$ cat config.mk
export PLATFORM = sky130hd
export DESIGN_NAME = hall_six_step_commutator_flat
export DESIGN_NICKNAME = d
export VERILOG_FILES = /design/src/hssc_pkg.sv /design/src/hssc_in_if.sv /design/src/hssc_out_if.sv /design/src/hssc_cfg.sv /design/src/hssc_core.sv /design/src/hall_six_step_commutator.sv /design/src/flat_wrapper.sv
export VERILOG_INCLUDE_DIRS = /design/src /design/src/src
export SDC_FILE = /design/constraint.sdc
export NUM_CORES = 1
export LEC_CHECK = 0
export ABC_CLOCK_PERIOD_IN_PS = 8800
export BUFFER_PORTS_ARGS = -buffer_cell sky130_fd_sc_hd__buf_2
export CAP_MARGIN = 20
export CORE_ASPECT_RATIO = 0.75
export CORE_UTILIZATION = 43
export CTS_CLUSTER_DIAMETER = 120
export DETAILED_ROUTE_END_ITERATION = 10
export MAX_ROUTING_LAYER = met4
export SKIP_LAST_GASP = 1
export SYNTH_ARGS = -nofsm -noshare
export SYNTH_HDL_FRONTEND = slang
export SYNTH_SLANG_ARGS = --single-unit
$ cat constraint.sdc
create_clock -name clk -period 8.8 [get_ports clk]
set_input_delay 1.76 -clock clk [delete_from_list [all_inputs] [get_ports clk]]
set_output_delay 1.76 -clock clk [all_outputs]
set_load 0.01 [all_outputs]
$ cat src/hall_six_step_commutator_assert.svh
// Assertion macros shared by the RTL; all sample on clk and are gated off in reset.
`ifndef HALL_SIX_STEP_COMMUTATOR_ASSERT_SVH
`define HALL_SIX_STEP_COMMUTATOR_ASSERT_SVH

// cond must hold at every clock edge
`define HSSC_ASSERT_ALWAYS(label, cond, msg) \
	label: assert property (@(posedge clk) disable iff (!arst_n) (cond)) else $error(msg);

// cons must hold at the edge after one where ante holds
`define HSSC_ASSERT_NEXT(label, ante, cons, msg) \
	label: assert property (@(posedge clk) disable iff (!arst_n) (ante) |=> (cons)) \
		else $error(msg);

`endif

$ cat src/hssc_pkg.sv
package hssc_pkg;

	localparam int PERIOD_TICKS_DEF = 2000;
	localparam int TIMER_BITS_DEF   = 16;

	localparam int CFG_DATA_W = 16;
	localparam int CFG_IDX_W  = 2;

	typedef enum logic [CFG_IDX_W-1:0] {
		REG_DUTY_CAP    = 2'd0,
		REG_REVERSE_DIR = 2'd1,
		REG_KICK_MS     = 2'd2,
		REG_STALL_MS    = 2'd3
	} reg_idx_t;

	localparam logic [10:0] DUTY_CAP_RST = 11'd250;
	localparam logic [15:0] KICK_MS_RST  = 16'd200;
	localparam logic [15:0] STALL_MS_RST = 16'd1000;

	typedef struct packed {
		logic [10:0] duty_cap;
		logic        reverse_dir;
		logic [15:0] kick_ms;
		logic [15:0] stall_ms;
	} cfg_t;

	typedef struct packed {
		logic [2:0] hall_code;
		logic       bridge_fault;
		logic       ms_tick;
	} item_t;

	typedef struct packed {
		logic [26:0] gate_word_one;
		logic [10:0] gate_word_two;
		logic [10:0] duty_ticks;
		logic [2:0]  drive_step;
		logic [1:0]  mode;
		logic [1:0]  fault_cause;
		logic        commutated;
	} res_t;

	// Hall code to commutation step; codes 0 and 7 are illegal
	function automatic logic [2:0] hall_step(input logic [2:0] code);
		logic [2:0] s;
		unique case (code)
			3'd2:    s = 3'd2;
			3'd3:    s = 3'd1;
			3'd4:    s = 3'd4;
			3'd5:    s = 3'd5;
			3'd6:    s = 3'd3;
			default: s = 3'd0;
		endcase
		return s;
	endfunction

	function automatic logic [26:0] word_one(input logic [2:0] step);
		logic [26:0] w;
		unique case (step)
			3'd0:    w = 27'h0030500;
			3'd1:    w = 27'h0030100;
			3'd2:    w = 27'h3000001;
			3'd3:    w = 27'h3000005;
			3'd4:    w = 27'h0000005;
			3'd5:    w = 27'h0000500;
			default: w = 27'h0000000;
		endcase
		return w;
	endfunction

	function automatic logic [10:0] word_two(input logic [2:0] step);
		logic [10:0] w;
		unique case (step)
			3'd0:    w = 11'h001;
			3'd1:    w = 11'h005;
			3'd2:    w = 11'h005;
			3'd3:    w = 11'h001;
			3'd4:    w = 11'h300;
			3'd5:    w = 11'h300;
			default: w = 11'h000;
		endcase
		return w;
	endfunction

endpackage

$ cat src/hssc_in_if.sv
interface hssc_in_if;
	logic       valid;
	logic       ready;
	logic [2:0] hall_code;
	logic       bridge_fault;
	logic       ms_tick;

	modport source(output valid, hall_code, bridge_fault, ms_tick, input ready);
	modport sink(input valid, hall_code, bridge_fault, ms_tick, output ready);
endinterface

$ cat src/hssc_out_if.sv
interface hssc_out_if;
	logic        valid;
	logic        ready;
	logic [26:0] gate_word_one;
	logic [10:0] gate_word_two;
	logic [10:0] duty_ticks;
	logic [2:0]  drive_step;
	logic [1:0]  mode;
	logic [1:0]  fault_cause;
	logic        commutated;

	modport source(output valid, gate_word_one, gate_word_two, duty_ticks, drive_step, mode,
		fault_cause, commutated, input ready);
	modport sink(input valid, gate_word_one, gate_word_two, duty_ticks, drive_step, mode,
		fault_cause, commutated, output ready);
endinterface

$ cat src/hssc_cfg.sv
module hssc_cfg (
	input  logic                             clk,
	input  logic                             arst_n,
	input  logic                             cfg_we,
	input  logic [hssc_pkg::CFG_IDX_W-1:0]  cfg_index,
	input  logic [hssc_pkg::CFG_DATA_W-1:0] cfg_data,
	output hssc_pkg::cfg_t                   cfg
);

	hssc_pkg::cfg_t cfg_q;

	always_ff @(posedge clk or negedge arst_n) begin
		if (!arst_n) begin
			cfg_q.duty_cap    <= hssc_pkg::DUTY_CAP_RST;
			cfg_q.reverse_dir <= 1'b0;
			cfg_q.kick_ms     <= hssc_pkg::KICK_MS_RST;
			cfg_q.stall_ms    <= hssc_pkg::STALL_MS_RST;
		end else if (cfg_we) begin
			unique case (hssc_pkg::reg_idx_t'(cfg_index))
				hssc_pkg::REG_DUTY_CAP:    cfg_q.duty_cap    <= cfg_data[10:0];
				hssc_pkg::REG_REVERSE_DIR: cfg_q.reverse_dir <= cfg_data[0];
				hssc_pkg::REG_KICK_MS:     cfg_q.kick_ms     <= cfg_data[15:0];
				hssc_pkg::REG_STALL_MS:    cfg_q.stall_ms    <= cfg_data[15:0];
				default: ;
			endcase
		end
	end

	assign cfg = cfg_q;

endmodule

$ cat src/hssc_core.sv
`include "hall_six_step_commutator_assert.svh"

module hssc_core #(
	parameter int PERIOD_TICKS = hssc_pkg::PERIOD_TICKS_DEF,
	parameter int TIMER_BITS   = hssc_pkg::TIMER_BITS_DEF
) (
	input  logic           clk,
	input  logic           arst_n,
	input  logic           advance,
	input  hssc_pkg::item_t item,
	input  hssc_pkg::cfg_t  cfg,
	output hssc_pkg::res_t  res
);

	typedef enum logic [1:0] {
		MODE_IDLE  = 2'd0,
		MODE_KICK  = 2'd1,
		MODE_RUN   = 2'd2,
		MODE_LATCH = 2'd3
	} mode_t;

	typedef enum logic [1:0] {
		CAUSE_NONE   = 2'd0,
		CAUSE_HALL   = 2'd1,
		CAUSE_STALL  = 2'd2,
		CAUSE_BRIDGE = 2'd3
	} cause_t;

	localparam logic [32:0] TMAX   = (33'd1 << TIMER_BITS) - 33'd1;
	localparam logic [32:0] PERIOD = 33'(PERIOD_TICKS);
	localparam logic [32:0] LIMIT  = (PERIOD < TMAX) ? PERIOD : TMAX;

	mode_t       mode_q, mode_d;
	cause_t      cause_q, cause_d;
	logic [2:0]  prev_q;
	logic        seen_q;
	logic [2:0]  acc_q, acc_d;
	logic [15:0] ms_q, ms_d;
	logic [2:0]  step_q, step_d;

	logic        stable, legal, did, commute, drive;
	logic [15:0] ms_inc, ms_chk;
	logic [2:0]  base_step, new_step;
	logic [10:0] duty;

	always_comb begin
		stable    = seen_q && (item.hall_code == prev_q);
		legal     = (item.hall_code != 3'd0) && (item.hall_code != 3'd7);
		ms_inc    = (item.ms_tick && ms_q != 16'hFFFF) ? ms_q + 16'd1 : ms_q;
		base_step = hssc_pkg::hall_step(item.hall_code);
		if (cfg.reverse_dir)
			new_step = (base_step >= 3'd3) ? base_step - 3'd3 : base_step + 3'd3;
		else
			new_step = base_step;

		mode_d  = mode_q;
		cause_d = cause_q;
		acc_d   = acc_q;
		ms_d    = ms_q;
		step_d  = step_q;
		did     = 1'b0;
		commute = 1'b0;
		ms_chk  = ms_inc;

		unique case (mode_q)
			MODE_IDLE: begin
				if (item.bridge_fault) begin
					mode_d  = MODE_LATCH;
					cause_d = CAUSE_BRIDGE;
				end else if (stable) begin
					if (!legal) begin
						mode_d  = MODE_LATCH;
						cause_d = CAUSE_HALL;
					end else begin
						acc_d  = item.hall_code;
						step_d = new_step;
						did    = 1'b1;
						mode_d = MODE_KICK;
						ms_d   = 16'd0;
					end
				end
			end
			MODE_KICK: begin
				ms_d = ms_inc;
				if (ms_inc >= cfg.kick_ms) begin
					mode_d = MODE_RUN;
					ms_d   = 16'd0;
				end
			end
			MODE_RUN: begin
				ms_d = ms_inc;
				if (stable && !legal) begin
					mode_d  = MODE_LATCH;
					cause_d = CAUSE_HALL;
				end else begin
					commute = stable && (item.hall_code != acc_q);
					if (commute) begin
						acc_d  = item.hall_code;
						step_d = new_step;
						did    = 1'b1;
						ms_chk = 16'd0;
						ms_d   = 16'd0;
					end
					if (ms_chk > cfg.stall_ms) begin
						mode_d  = MODE_LATCH;
						cause_d = CAUSE_STALL;
					end else if (item.bridge_fault) begin
						mode_d  = MODE_LATCH;
						cause_d = CAUSE_BRIDGE;
					end
				end
			end
			MODE_LATCH: ;
			default: ;
		endcase

		drive = (mode_d == MODE_KICK) || (mode_d == MODE_RUN);
		duty  = (33'(cfg.duty_cap) > LIMIT) ? LIMIT[10:0] : cfg.duty_cap;

		res.gate_word_one = drive ? hssc_pkg::word_one(step_d) : 27'd0;
		res.gate_word_two = drive ? hssc_pkg::word_two(step_d) : 11'd0;
		res.duty_ticks    = drive ? duty : 11'd0;
		res.drive_step    = step_d;
		res.mode          = mode_d;
		res.fault_cause   = cause_d;
		res.commutated    = did;
	end

	always_ff @(posedge clk or negedge arst_n) begin
		if (!arst_n) begin
			mode_q  <= MODE_IDLE;
			cause_q <= CAUSE_NONE;
			prev_q  <= 3'd0;
			seen_q  <= 1'b0;
			acc_q   <= 3'd0;
			ms_q    <= 16'd0;
			step_q  <= 3'd0;
		end else if (advance) begin
			mode_q  <= mode_d;
			cause_q <= cause_d;
			prev_q  <= item.hall_code;
			seen_q  <= 1'b1;
			acc_q   <= acc_d;
			ms_q    <= ms_d;
			step_q  <= step_d;
		end
	end

	`HSSC_ASSERT_NEXT(a_latch_sticks, mode_q == MODE_LATCH, mode_q == MODE_LATCH,
		"latched mode left without reset")
	`HSSC_ASSERT_ALWAYS(a_cause_iff_latch,
		(mode_q == MODE_LATCH) == (cause_q != CAUSE_NONE),
		"fault cause disagrees with latched mode")
	`HSSC_ASSERT_NEXT(a_run_entry_clears,
		advance && mode_q == MODE_KICK && mode_d == MODE_RUN, ms_q == 16'd0,
		"millisecond count not cleared on entry to running")
	`HSSC_ASSERT_ALWAYS(a_commute_drives,
		!(advance && did) || mode_d == MODE_KICK || mode_d == MODE_RUN,
		"commutation outside a driving mode")
	`HSSC_ASSERT_ALWAYS(a_step_range, step_q <= 3'd5, "step index out of range")

endmodule

$ cat src/hall_six_step_commutator.sv
// Channel   Dir  Payload                                     Handshake
// hall_in   in   hall_code, bridge_fault, ms_tick            valid/ready
// result    out  gate words, duty, step, mode, cause, flag   valid/ready
//
// One item per cycle sustained while result.ready stays high.
// Input register, then one pass of step logic into the result register.
// arst_n clears mode, sample history, counters and config registers to defaults; data registers are not reset.
// A result stall backs up into hall_in.ready only once both stages are full.
module hall_six_step_commutator #(
	parameter int PERIOD_TICKS = hssc_pkg::PERIOD_TICKS_DEF,
	parameter int TIMER_BITS   = hssc_pkg::TIMER_BITS_DEF
) (
	input  logic                             clk,
	input  logic                             arst_n,
	hssc_in_if.sink                          hall_in,
	hssc_out_if.source                       result,
	input  logic                             cfg_we,
	input  logic [hssc_pkg::CFG_IDX_W-1:0]  cfg_index,
	input  logic [hssc_pkg::CFG_DATA_W-1:0] cfg_data
);

	hssc_pkg::cfg_t  cfg;
	hssc_pkg::item_t item_s1;
	hssc_pkg::res_t  res, res_s2;
	logic            valid_s1, valid_s2, advance;

	hssc_cfg u_cfg (
		.clk       (clk),
		.arst_n    (arst_n),
		.cfg_we    (cfg_we),
		.cfg_index (cfg_index),
		.cfg_data  (cfg_data),
		.cfg       (cfg)
	);

	hssc_core #(
		.PERIOD_TICKS (PERIOD_TICKS),
		.TIMER_BITS   (TIMER_BITS)
	) u_core (
		.clk     (clk),
		.arst_n  (arst_n),
		.advance (advance),
		.item    (item_s1),
		.cfg     (cfg),
		.res     (res)
	);

	assign advance       = valid_s1 && (!valid_s2 || result.ready);
	assign hall_in.ready = !valid_s1 || advance;

	always_ff @(posedge clk or negedge arst_n) begin
		if (!arst_n) begin
			valid_s1 <= 1'b0;
			valid_s2 <= 1'b0;
		end else begin
			if (hall_in.ready)
				valid_s1 <= hall_in.valid;
			if (advance)
				valid_s2 <= 1'b1;
			else if (result.ready)
				valid_s2 <= 1'b0;
		end
	end

	always_ff @(posedge clk) begin
		if (hall_in.valid && hall_in.ready) begin
			item_s1.hall_code    <= hall_in.hall_code;
			item_s1.bridge_fault <= hall_in.bridge_fault;
			item_s1.ms_tick      <= hall_in.ms_tick;
		end
		if (advance)
			res_s2 <= res;
	end

	assign result.valid         = valid_s2;
	assign result.gate_word_one = res_s2.gate_word_one;
	assign result.gate_word_two = res_s2.gate_word_two;
	assign result.duty_ticks    = res_s2.duty_ticks;
	assign result.drive_step    = res_s2.drive_step;
	assign result.mode          = res_s2.mode;
	assign result.fault_cause   = res_s2.fault_cause;
	assign result.commutated    = res_s2.commutated;

endmodule

$ cat src/flat_wrapper.sv
// flat-port wrapper written by rule: the top's interface ports become plain ports
module hall_six_step_commutator_flat 
#(
	parameter int PERIOD_TICKS = hssc_pkg::PERIOD_TICKS_DEF,
	parameter int TIMER_BITS   = hssc_pkg::TIMER_BITS_DEF
)
  (clk, arst_n, cfg_we, cfg_index, cfg_data, hall_in_valid, hall_in_hall_code, hall_in_bridge_fault, hall_in_ms_tick, hall_in_ready, result_valid, result_gate_word_one, result_gate_word_two, result_duty_ticks, result_drive_step, result_mode, result_fault_cause, result_commutated, result_ready);
  hssc_in_if hall_in_i ();
  hssc_out_if result_i ();
  input  logic clk;
  input  logic arst_n;
  input  logic cfg_we;
  input  logic [hssc_pkg::CFG_IDX_W-1:0] cfg_index;
  input  logic [hssc_pkg::CFG_DATA_W-1:0] cfg_data;
  input wire logic [$bits(hall_in_i.valid)-1:0] hall_in_valid;
  input wire logic [$bits(hall_in_i.hall_code)-1:0] hall_in_hall_code;
  input wire logic [$bits(hall_in_i.bridge_fault)-1:0] hall_in_bridge_fault;
  input wire logic [$bits(hall_in_i.ms_tick)-1:0] hall_in_ms_tick;
  output wire logic [$bits(hall_in_i.ready)-1:0] hall_in_ready;
  output wire logic [$bits(result_i.valid)-1:0] result_valid;
  output wire logic [$bits(result_i.gate_word_one)-1:0] result_gate_word_one;
  output wire logic [$bits(result_i.gate_word_two)-1:0] result_gate_word_two;
  output wire logic [$bits(result_i.duty_ticks)-1:0] result_duty_ticks;
  output wire logic [$bits(result_i.drive_step)-1:0] result_drive_step;
  output wire logic [$bits(result_i.mode)-1:0] result_mode;
  output wire logic [$bits(result_i.fault_cause)-1:0] result_fault_cause;
  output wire logic [$bits(result_i.commutated)-1:0] result_commutated;
  input wire logic [$bits(result_i.ready)-1:0] result_ready;
  assign hall_in_i.valid = hall_in_valid;
  assign hall_in_i.hall_code = hall_in_hall_code;
  assign hall_in_i.bridge_fault = hall_in_bridge_fault;
  assign hall_in_i.ms_tick = hall_in_ms_tick;
  assign hall_in_ready = hall_in_i.ready;
  assign result_valid = result_i.valid;
  assign result_gate_word_one = result_i.gate_word_one;
  assign result_gate_word_two = result_i.gate_word_two;
  assign result_duty_ticks = result_i.duty_ticks;
  assign result_drive_step = result_i.drive_step;
  assign result_mode = result_i.mode;
  assign result_fault_cause = result_i.fault_cause;
  assign result_commutated = result_i.commutated;
  assign result_i.ready = result_ready;
  hall_six_step_commutator #(.PERIOD_TICKS(PERIOD_TICKS), .TIMER_BITS(TIMER_BITS)) u_core (.clk(clk), .arst_n(arst_n), .hall_in(hall_in_i), .result(result_i), .cfg_we(cfg_we), .cfg_index(cfg_index), .cfg_data(cfg_data));
endmodule
==> results.tsv, run 1 <==
metric	value	unit
run status	complete, no violations	
P_leak	3.25	nW
H-tree depth	3	
largest net degree at the start of global routing	77	
synthesized area	6350	um2
sequential element share of the synthesized area	0.459	
IO Pins	87	
WP data arrival	4.49	ns
period utilization	0.500	
commonest cells after routing, fill and taps aside	dfrtp_1 (61), inv_1 (59), buf_2 (59)	
worst slew pin tran	1.05	ns
hold slack	0.483	ns
1st-iter DRT viols	245	
Total Nets Final	726	
RSZ-0062 raised after global routing	no	
DR DRC count	0	
Routed WL	13600	um
Worst Path Required	8.89	ns
GPL Wtd Cong	0.864	
Pre-antenna DRT Iters	5	
Setup-failing EPs final	0	
register bit total from synthesis	109	
Syn Area/Cell	10.5	um2
hold_sp	u_core.u_core.seen_q$_DFFE_PN0P_	
CP endpoint kind	flip-flop	
CP Max Fanout	20	
Area Growth Syn to Fin	10.6	%
first-pass GRT wire length	22300	um
fraction of layout cells with a size suffix above 1	0.247	
DR vias	4529	
asr flop ratio synth	0.697	
Syn Inst Count	607	
fin crit period	4.40	ns
CTS Buf Count	9	
number of flops mapped to enable cells by yosys	33	
Starting Density	0.439	
CP Class	flip-flop to flip-flop	
vias in the first global route	4455	
clock sink count	109	
n_diodes	0	
Core Util, Final	0.486	
Fmax	227	MHz
WL per Instance	15.7	um
width of the die	142	um
pwr dens	253	nW/um2
Max Root-Sink Buffers	2	
initial antenna violation count	0	
Vias per Instance	5.24	
Worst setup SP type	flip-flop	
row count	38	
yosys synthesis warning count	0	
hpwl dp	9840	um
total gr overflow	0	
Die Span Y	107	um
CTS tree	built	
Root Driver	clkbuf_16	
CTS clock-pin slew for the worst setup and hold paths	0.08	ns
setup tns final	0	ns
total of max-cap violations	0	
GRT Resource Usage Total	0.197	
Unique masters post-synth	66	
Setup Buffers After CTS	0	
commonest non-fill, non-tap cell in the layout	dfrtp_1	
total power	0.00177	W
HP Class	flip-flop to flip-flop	
Max Transition Viols Final	0	
Buffers on Ports	60	
r2r startpoint	u_core.u_core.ms_q[4]$_DFFE_PN0P_	
Primary FF master, synth	dfrtp_1	
Worst Setup SP	u_core.u_core.ms_q[4]$_DFFE_PN0P_	
Worst-Skew Late Latency	0.36	ns
worst IR drop on VDD	0.000121	V
full die area	15300	um2
Hold Vio Cnt, Final	0	
DRT antenna net count	0	
hold buffer count at CTS	0	
Rel. slew slack	0.296	
Post-CTS Resized	0	
Std-Cell Core Area	14500	um2
Clock Skew	0.00885	ns
==> final timing paths <==
check,end,slack [ns],cells after the start
hold reg to reg,u_core.u_core.seen_q$_DFFE_PN0P_,0.48,1
min in group asynchronous,u_core.u_core.ms_q[13]$_DFFE_PN0P_,1.26,1
setup reg to reg,u_core.result.duty_ticks[2]$_SDFFCE_PP0P_,4.40,15
setup / recovery,u_core.result.duty_ticks[2]$_SDFFCE_PP0P_,4.40,15
hold / removal,u_core.u_core.seen_q$_DFFE_PN0P_,0.48,1
max in group asynchronous,u_core.u_cfg.cfg[22]$_DFFE_PN1P_,6.88,2
==> stage by stage <==
step	std cells	area, um2	worst slack (ns)
6_report	865	7020	4.40
5_1_grt	865	7020	4.05
4_1_cts	864	6990	4.39
3_5_place_dp	848	6680	4.39
3_3_place_gp	848	6680	4.44
2_1_floorplan	632	6440	5.07
==> synth_stat cells, types with 5 or more instances <==
cell type,n,share of area
nand3_1,14,0.011
nand4_1,10,0.0099
a21oi_1,24,0.019
nor3b_1,9,0.011
xnor2_1,10,0.014
or3_1,6,0.0059
dfrtp_1,61,0.24
nor3_1,5,0.0039
nand2_1,52,0.031
inv_1,59,0.035
xor2_1,13,0.018
o21ai_0,32,0.025
ha_1,38,0.075
nor2b_1,8,0.0079
buf_6,5,0.0089
clkbuf_1,7,0.0041
o211ai_1,8,0.0095
a21o_1,8,0.0095
edfxtp_1,33,0.16
nor2_1,30,0.018
mux2_2,43,0.076
and3_1,5,0.0049
buf_4,33,0.039
dfstp_2,15,0.062
nand2b_1,7,0.0069
a211oi_1,5,0.0059
==> layer usage <==
metal | GRT usage | vias up | routed length [um]
li1 | - | 2183 | -
met1 | 0.265 | 2229 | 6790
met2 | 0.298 | 104 | 6010
met3 | 0.0473 | 13 | 606
met4 | 0.0553 | 0 | 166
met5 | - | - | 0
==> cells by family (layout without fill, tap and decap cells) <==
group,count (synthesis),after routing,synth area share
buffers and inverters,106,139,0.0883
muxes,45,45,0.0795
AOI/OAI and AO/OA,115,115,0.124
adders and majority gates,38,38,0.0749
and+or+nand+nor,170,170,0.142
DFF,109,109,0.459
other,1,26,0.000591
xor gates and xnor gates,23,23,0.0317
==> power by group <==
| group | switching [W] | internal (W) | leakage, nW |
|---|---|---|---|
| registers | 0.0000641 | 0.000677 | 1.24 |
| logic | 0.000361 | 0.000238 | 1.85 |
| clock network | 0.000203 | 0.000228 | 0.152 |
==> worst max-delay path: stages, from the launching register on <==
cell and delay, ns:
dfrtp_1 0.45, and3_1 0.26, nand3_1 0.23, o211ai_1 0.67
nor2_1 0.14, nand2_1 0.12, xor2_1 0.23, nor2_1 0.07
ha_1 0.35, nand4_1 0.20, a2111o_1 0.45, a311o_1 0.34
o211ai_2 0.10, xor2_1 0.16, buf_4 0.28, nor3b_1 0.08
==> cell type report <==
cell class / count / area (um2)
Clock buffer: 9 / 225
Clock inverter: 7 / 88.8
Fill cell: 1355 / 7440
Inverter: 59 / 221
Multi-Input combinational cell: 417 / 2970
Sequential cell: 109 / 2910
Tap cell: 200 / 250
Timing Repair Buffer: 64 / 353
==> registers in the layout (all words and copies together) (netlist names) <==
signal                       cells
u_core.item_s1                   5
u_core.result.commutated         1
u_core.result.drive_step         3
u_core.result.duty_ticks        11
u_core.result.fault_cause        2
u_core.result.gate_word_one      6
u_core.result.gate_word_two      3
u_core.result.mode               2
u_core.result.valid              1
u_core.u_cfg.cfg                44
u_core.u_core.acc_q              3
u_core.u_core.cause_q            2
u_core.u_core.mode_q             2
u_core.u_core.ms_q              16
u_core.u_core.prev_q             3
u_core.u_core.seen_q             1
u_core.u_core.step_q             3
u_core.valid_s1                  1
(Power assumes the default switching activity.)
==> inputs of run 2 (changes only) <==
- ABC_CLOCK_PERIOD_IN_PS: 8800 -> 4300
- clock period: 8.8 -> 4.3 ns (I/O delays scaled with it)
==> run 2 against run 1 <==
Compared with the run above: critical path depth rose by 1; register-to-register slack got worse by 4.2 ns; worst hold slack got worse by 0.044 ns; via count rose by 0.91%; final cell count rose by 1.6%; flip-flop and latch count did not move; sequential power rose by 100%; power rose by 110%; cell area rose by 2.2%; clock power rose by 87%; routed wire length fell by 2.6%; first-iteration DRC count rose by 28%.
==> results.tsv, run 2 (same netlist as run 1, synthesis figures left out) <==
metric	value	unit	change
run status	complete, no violations		
Root Driver	clkbuf_16		
Vias per Instance	5.20		-0.70%
Comb pwr share	0.363		+0.025
commonest cells after routing, fill and taps aside	dfrtp_1 (60), inv_1 (59), buf_2 (59)		
crit-path cells	ha_1 -> and3_1 -> nand4_1 -> nor4b_4 -> buf_4 -> xor2_1 -> nor2b_1 -> ha_1 -> nand4_1 -> buf_4 -> o41ai_4 -> a311o_1 -> o211ai_2 -> xor2_2 -> buf_12 -> a311oi_2		
1st-iter DRT viols	314		+28%
clock sink count	109		unchanged
fin worst setup slack	0.210	ns	-4.19 ns
Worst Setup SP	u_core.u_core.ms_q[1]$_DFFE_PN0P_		
GPL Wtd Cong	0.875		+1.3%
WP data arrival	4.28	ns	-0.21 ns
period utilization	0.951		+0.451
Routed WL	13200	um	-2.6%
Std-Cell Core Area	14500	um2	unchanged
largest net degree at the start of global routing	77		unchanged
reg2reg end	u_core.result.gate_word_one[10]$_SDFFCE_PN0P_		
Hold Vio Cnt, Final	0		unchanged
Fmax	245	MHz	+7.5%
register-to-register setup slack	0.21	ns	-4.19 ns
row count	38		unchanged
CP Class	flip-flop to flip-flop		
critical path's top delay family	simple AND/OR/NAND/NOR gates		
hpwl dp	9660	um	-1.8%
Psw	0.00128	W	+100%
Area Growth Syn to Fin	13.0	%	
R2R depth	16		+1
full die area	15300	um2	unchanged
clock network fraction of total power	0.222		-0.021
Die Span Y	107	um	unchanged
CP endpoint kind	flip-flop		
crit-path max cell delay	0.43	ns	-0.24 ns
Setup-failing EPs final	0		unchanged
r2r startpoint	u_core.u_core.ms_q[1]$_DFFE_PN0P_		
switching share of total power	0.353		-0.00170
DR DRC count	0		unchanged
number of fill cells	1356		+0.074%
Buffers on Ports	60		unchanged
total of max-cap violations	0		unchanged
Worst Path Required	4.49	ns	-4.40 ns
Starting Density	0.439		unchanged
Clock Skew	0.0120	ns	+0.00314 ns
dpl ws	0.0517	ns	-4.34 ns
setup tns final	0	ns	unchanged
n_diodes	0		unchanged
Seq pwr share	0.415		-0.003
slowest cell on the critical path	dfrtp_1		
CTS Buf Count	9		unchanged
Max Transition Viols Final	0		unchanged
Int Power	0.00236	W	+110%
GRT Resource Usage Total	0.191		-0.00657
CTS clock-pin slew for the worst setup and hold paths	0.07	ns	about the same
width of the die	142	um	unchanged
fraction of layout cells with a size suffix above 1	0.270		+0.0229
Worst-Skew Late Latency	0.36	ns	about the same
cell depth of the worst setup path	16		+1
CP Max Fanout	20		unchanged
CTS tree	built		
Max Root-Sink Buffers	2		unchanged
Pre-antenna DRT Iters	7		+2
hold buffer count at CTS	0		unchanged
pwr dens	507	nW/um2	+100%
initial antenna violation count	0		unchanged
DR vias	4570		+0.91%
worst slew pin tran	0.915	ns	-0.138 ns
IO Pins	87		unchanged
CP Buf/Inv Count	3		+2
worst IR drop on VDD	0.000319	V	+160%
Total Nets Final	740		+1.9%
commonest non-fill, non-tap cell in the layout	dfrtp_1		
vias in the first global route	4459		+0.090%
total gr overflow	0		unchanged
first-pass GRT wire length	21900	um	-1.9%
Rel. slew slack	0.388		+0.0925
Worst setup SP type	flip-flop		
WL per Instance	15.0	um	-4.2%
P_leak	3.33	nW	+2.5%
fin crit period	4.09	ns	-0.308 ns
H-tree depth	3		unchanged
HP Class	input port to asynchronous set/reset pin		
DRT antenna net count	0		unchanged
max FFs per register	44		unchanged
[run 2: worst max-delay path by stage]
stage / to
floorplan: u_core.result.duty_ticks[4]$_SDFFCE_PN0P_
global placement: u_core.result.duty_ticks[0]$_SDFFCE_PP0P_
detailed placement: u_core.result.duty_ticks[0]$_SDFFCE_PP0P_
CTS: u_core.result.duty_ticks[0]$_SDFFCE_PP0P_
global route: u_core.result.gate_word_two[2]$_SDFFCE_PN0P_
finish: u_core.result.gate_word_one[10]$_SDFFCE_PN0P_
[run 2: routing by layer]
metal,share of wire,up-vias,GRT usage
li1,-,2206,-
met1,0.49,2235,0.258
met2,0.45,120,0.289
met3,0.049,9,0.0496
met4,0.0088,0,0.0392
met5,0,-,-
[run 2: what timing repair did]
| item | 4_1_cts | 5_1_grt |
|---|---|---|
| resized for setup | 0 | 10 |
| setup endpoints to repair | 0 | 20 |
| setup buffers | 0 | 4 |
[run 2: area by class of cell]
type | count | area [um2] | area share
Tap cell | 200 | 250 | 0.0349
Sequential cell | 109 | 2910 | 0.406
Clock buffer | 9 | 225 | 0.0314
Multi-Input combinational cell | 417 | 3030 | 0.423
Inverter | 59 | 221 | 0.0309
Timing Repair Buffer | 78 | 470 | 0.0656
Clock inverter | 7 | 61.3 | 0.00855
[run 2: per-stage QoR]
stage	hold slack (ns)	power [W]	util	std cells	cell area [um2]
2_1_floorplan	0.435	0.00247	-	632	6440
3_3_place_gp	0.454	0.00278	0.468	858	6760
3_5_place_dp	0.453	0.00282	0.468	858	6760
4_1_cts	0.473	0.00364	0.488	874	7050
5_1_grt	0.451	0.00389	0.496	879	7170
6_report	0.439	0.00364	0.496	879	7170
[run 2: power groups by stage]
stage          registers (W)  logic [W]  clock network [W]
6_report             0.00151    0.00132           0.000808
5_1_grt              0.00154    0.00148           0.000869
4_1_cts              0.00151    0.00129           0.000832
3_5_place_dp         0.00153    0.00129                  0
3_3_place_gp         0.00152    0.00126                  0
2_1_floorplan        0.00155   0.000919                  0
==> inputs of run 3 (changes only) <==
- CORE_ASPECT_RATIO: 0.75 -> not set
==> run 3 against run 2 <==
Compared with the run above: power hardly changed; critical path depth decreased by 1; largest cell class unchanged; count of clock-buffer cells in the layout is 2 higher; largest power group unchanged; routed wire length down 4.3%; combinational power is 3% lower; maximum frequency increased by 0.11%; clock power up 5.6%; sequential share of layout area rose by 0.27 points.
==> results.tsv, run 3 (same netlist as run 1, synthesis figures left out) <==
metric	value	unit	change
largest net degree at the start of global routing	77		unchanged
Area Growth Syn to Fin	12.3	%	
number of fill cells	1330		-1.9%
row count	44		+16%
multi-input logic area	3050	um2	+0.54%
Fmax	245	MHz	+0.11%
Std-Cell Core Area	14500	um2	+0.17%
DR vias	4505		-1.4%
DRT antenna net count	0		unchanged
period utilization	0.950		-0.00107
HP Class	flip-flop to flip-flop		
Starting Density	0.438		-0.000759
max FFs per register	44		unchanged
Hold Vio Cnt, Final	0		unchanged
width of the die	123	um	-13%
M1 GR Usage	0.228		-0.0299
hpwl dp	9420	um	-2.5%
Worst Path Required	4.38	ns	-0.11 ns
sequential cell area	2910	um2	unchanged
Max Root-Sink Buffers	2		unchanged
commonest cells after routing, fill and taps aside	buf_2 (60), dfrtp_1 (60), inv_1 (59)		
total power	0.00364	W	about the same
Max Transition Viols Final	0		unchanged
pwr dens	511	nW/um2	+0.65%
fraction of layout cells with a size suffix above 1	0.276		+0.00604
GRT Resource Usage Total	0.184		-0.00680
met3 usage	0.0443		-0.00530
CTS Buf Count	9		unchanged
Buffers on Ports	60		unchanged
CTS tree	built		
H-tree depth	3		unchanged
DR DRC count	0		unchanged
P_leak	3.30	nW	-0.83%
run status	complete, no violations		
GPL Wtd Cong	0.902		+3.1%
Rel. slew slack	0.345		-0.0427
fin crit period	4.09	ns	-0.00460 ns
n_diodes	0		unchanged
CTS clock-pin slew for the worst setup and hold paths	0.07	ns	about the same
initial antenna violation count	0		unchanged
worst IR drop on VDD	0.000260	V	-18%
Clock Skew	0.0100	ns	-0.00199 ns
setup tns final	0	ns	unchanged
CP endpoint kind	flip-flop		
full die area	15200	um2	about the same
Total Nets Final	736		-0.54%
WL per Instance	14.7	um	-2.1%
GRT busiest layer	met2		
Pre-antenna DRT Iters	4		-3
Setup-failing EPs final	0		unchanged
worst slew pin tran	0.982	ns	+0.0668 ns
Routed WL	12700	um	-4.3%
CP Max Fanout	11		-45%
Worst-Skew Late Latency	0.36	ns	about the same
vias in the first global route	4328		-2.9%
hold buffer count at CTS	0		unchanged
WP data arrival	4.17	ns	-0.11 ns
GR Util met2	0.305		+0.0156
total of max-cap violations	0		unchanged
total gr overflow	0		unchanged
Die Span Y	123	um	+15%
IO Pins	87		unchanged
clock sink count	109		unchanged
Worst setup SP type	flip-flop		
Root Driver	clkbuf_16		
first-pass GRT wire length	21100	um	-3.8%
1st-iter DRT viols	240		-24%
Vias per Instance	5.24		+0.87%
CP Class	flip-flop to flip-flop		
[run 3: cell types whose count changed in the layout (fill, tap and decap cells not counted), sizes merged]
cell	change
clkinv	-5
buf	-4
inv	+3
clkbuf	+2
[run 3: path summary, 6_finish.rpt]
check | startpoint | to | slack, ns | cells after the start
worst max-delay path | u_core.u_core.ms_q[0]$_DFFE_PN0P_ | u_core.result.duty_ticks[2]$_SDFFCE_PP0P_ | 0.21 | 15
worst min-delay path | u_core.u_core.seen_q$_DFFE_PN0P_ | u_core.u_core.seen_q$_DFFE_PN0P_ | 0.48 | 1
worst max register to register | u_core.u_core.ms_q[0]$_DFFE_PN0P_ | u_core.result.duty_ticks[2]$_SDFFCE_PP0P_ | 0.21 | 15
worst min register to register | u_core.u_core.seen_q$_DFFE_PN0P_ | u_core.u_core.seen_q$_DFFE_PN0P_ | 0.48 | 1
max in group asynchronous | arst_n | u_core.u_core.ms_q[0]$_DFFE_PN0P_ | 2.91 | 2
min in group asynchronous | arst_n | u_core.u_core.prev_q[1]$_DFFE_PN0P_ | 0.72 | 2
[run 3: area by class of cell]
type,instances,share of cell area
clock buffers,11,0.0371
clock inverters,5,0.00615
inverters,59,0.0311
multi-input cells,417,0.428
flip-flops and latches,109,0.409
well taps,184,0.0323
repair buffers,74,0.0569
[run 3: worst max-delay path, stage by stage (launching register included)]
cell and delay [ns]:
dfrtp_2 0.45, ha_1 0.22, and3_1 0.20, nand4_1 0.17, o21ai_4 0.10, or3_1 0.43
xnor2_1 0.19, nor2b_1 0.16, ha_1 0.33, nand4_1 0.21, a2111o_1 0.43, a311o_1 0.34
o211ai_2 0.11, xor2_2 0.21, buf_4 0.21, nor3b_1 0.06
[run 3: through the flow]
step	hold WS, ns	util	cells	instance area (um2)	setup WS (ns)
after detailed placement	0.454	0.464	841	6720	-0.0278
after floorplan	0.435	-	632	6440	0.639
after CTS	0.476	0.486	857	7040	0.0539
after global placement	0.455	0.464	841	6720	0.0433
after global routing	0.490	0.492	859	7120	-0.0289
final	0.476	0.492	859	7120	0.215
[run 3: timing repair]
action | in CTS | in global routing
pin swaps | 0 | 9
buffers inserted | 0 | 2
gates resized for setup | 1 | 13
setup endpoints to repair | 11 | 26
[run 3: power by group]
part           internal (W)  switching [W]  leakage [nW]
Combinational      0.000538       0.000740          1.91
Sequential          0.00139       0.000120          1.24
Clock              0.000455       0.000398         0.153
[run 3: layer usage]
layer	up-vias	share of wire
met3	10	0.033
li1	2197	-
met1	2229	0.46
met2	69	0.49
met5	-	0
met4	0	0.0099
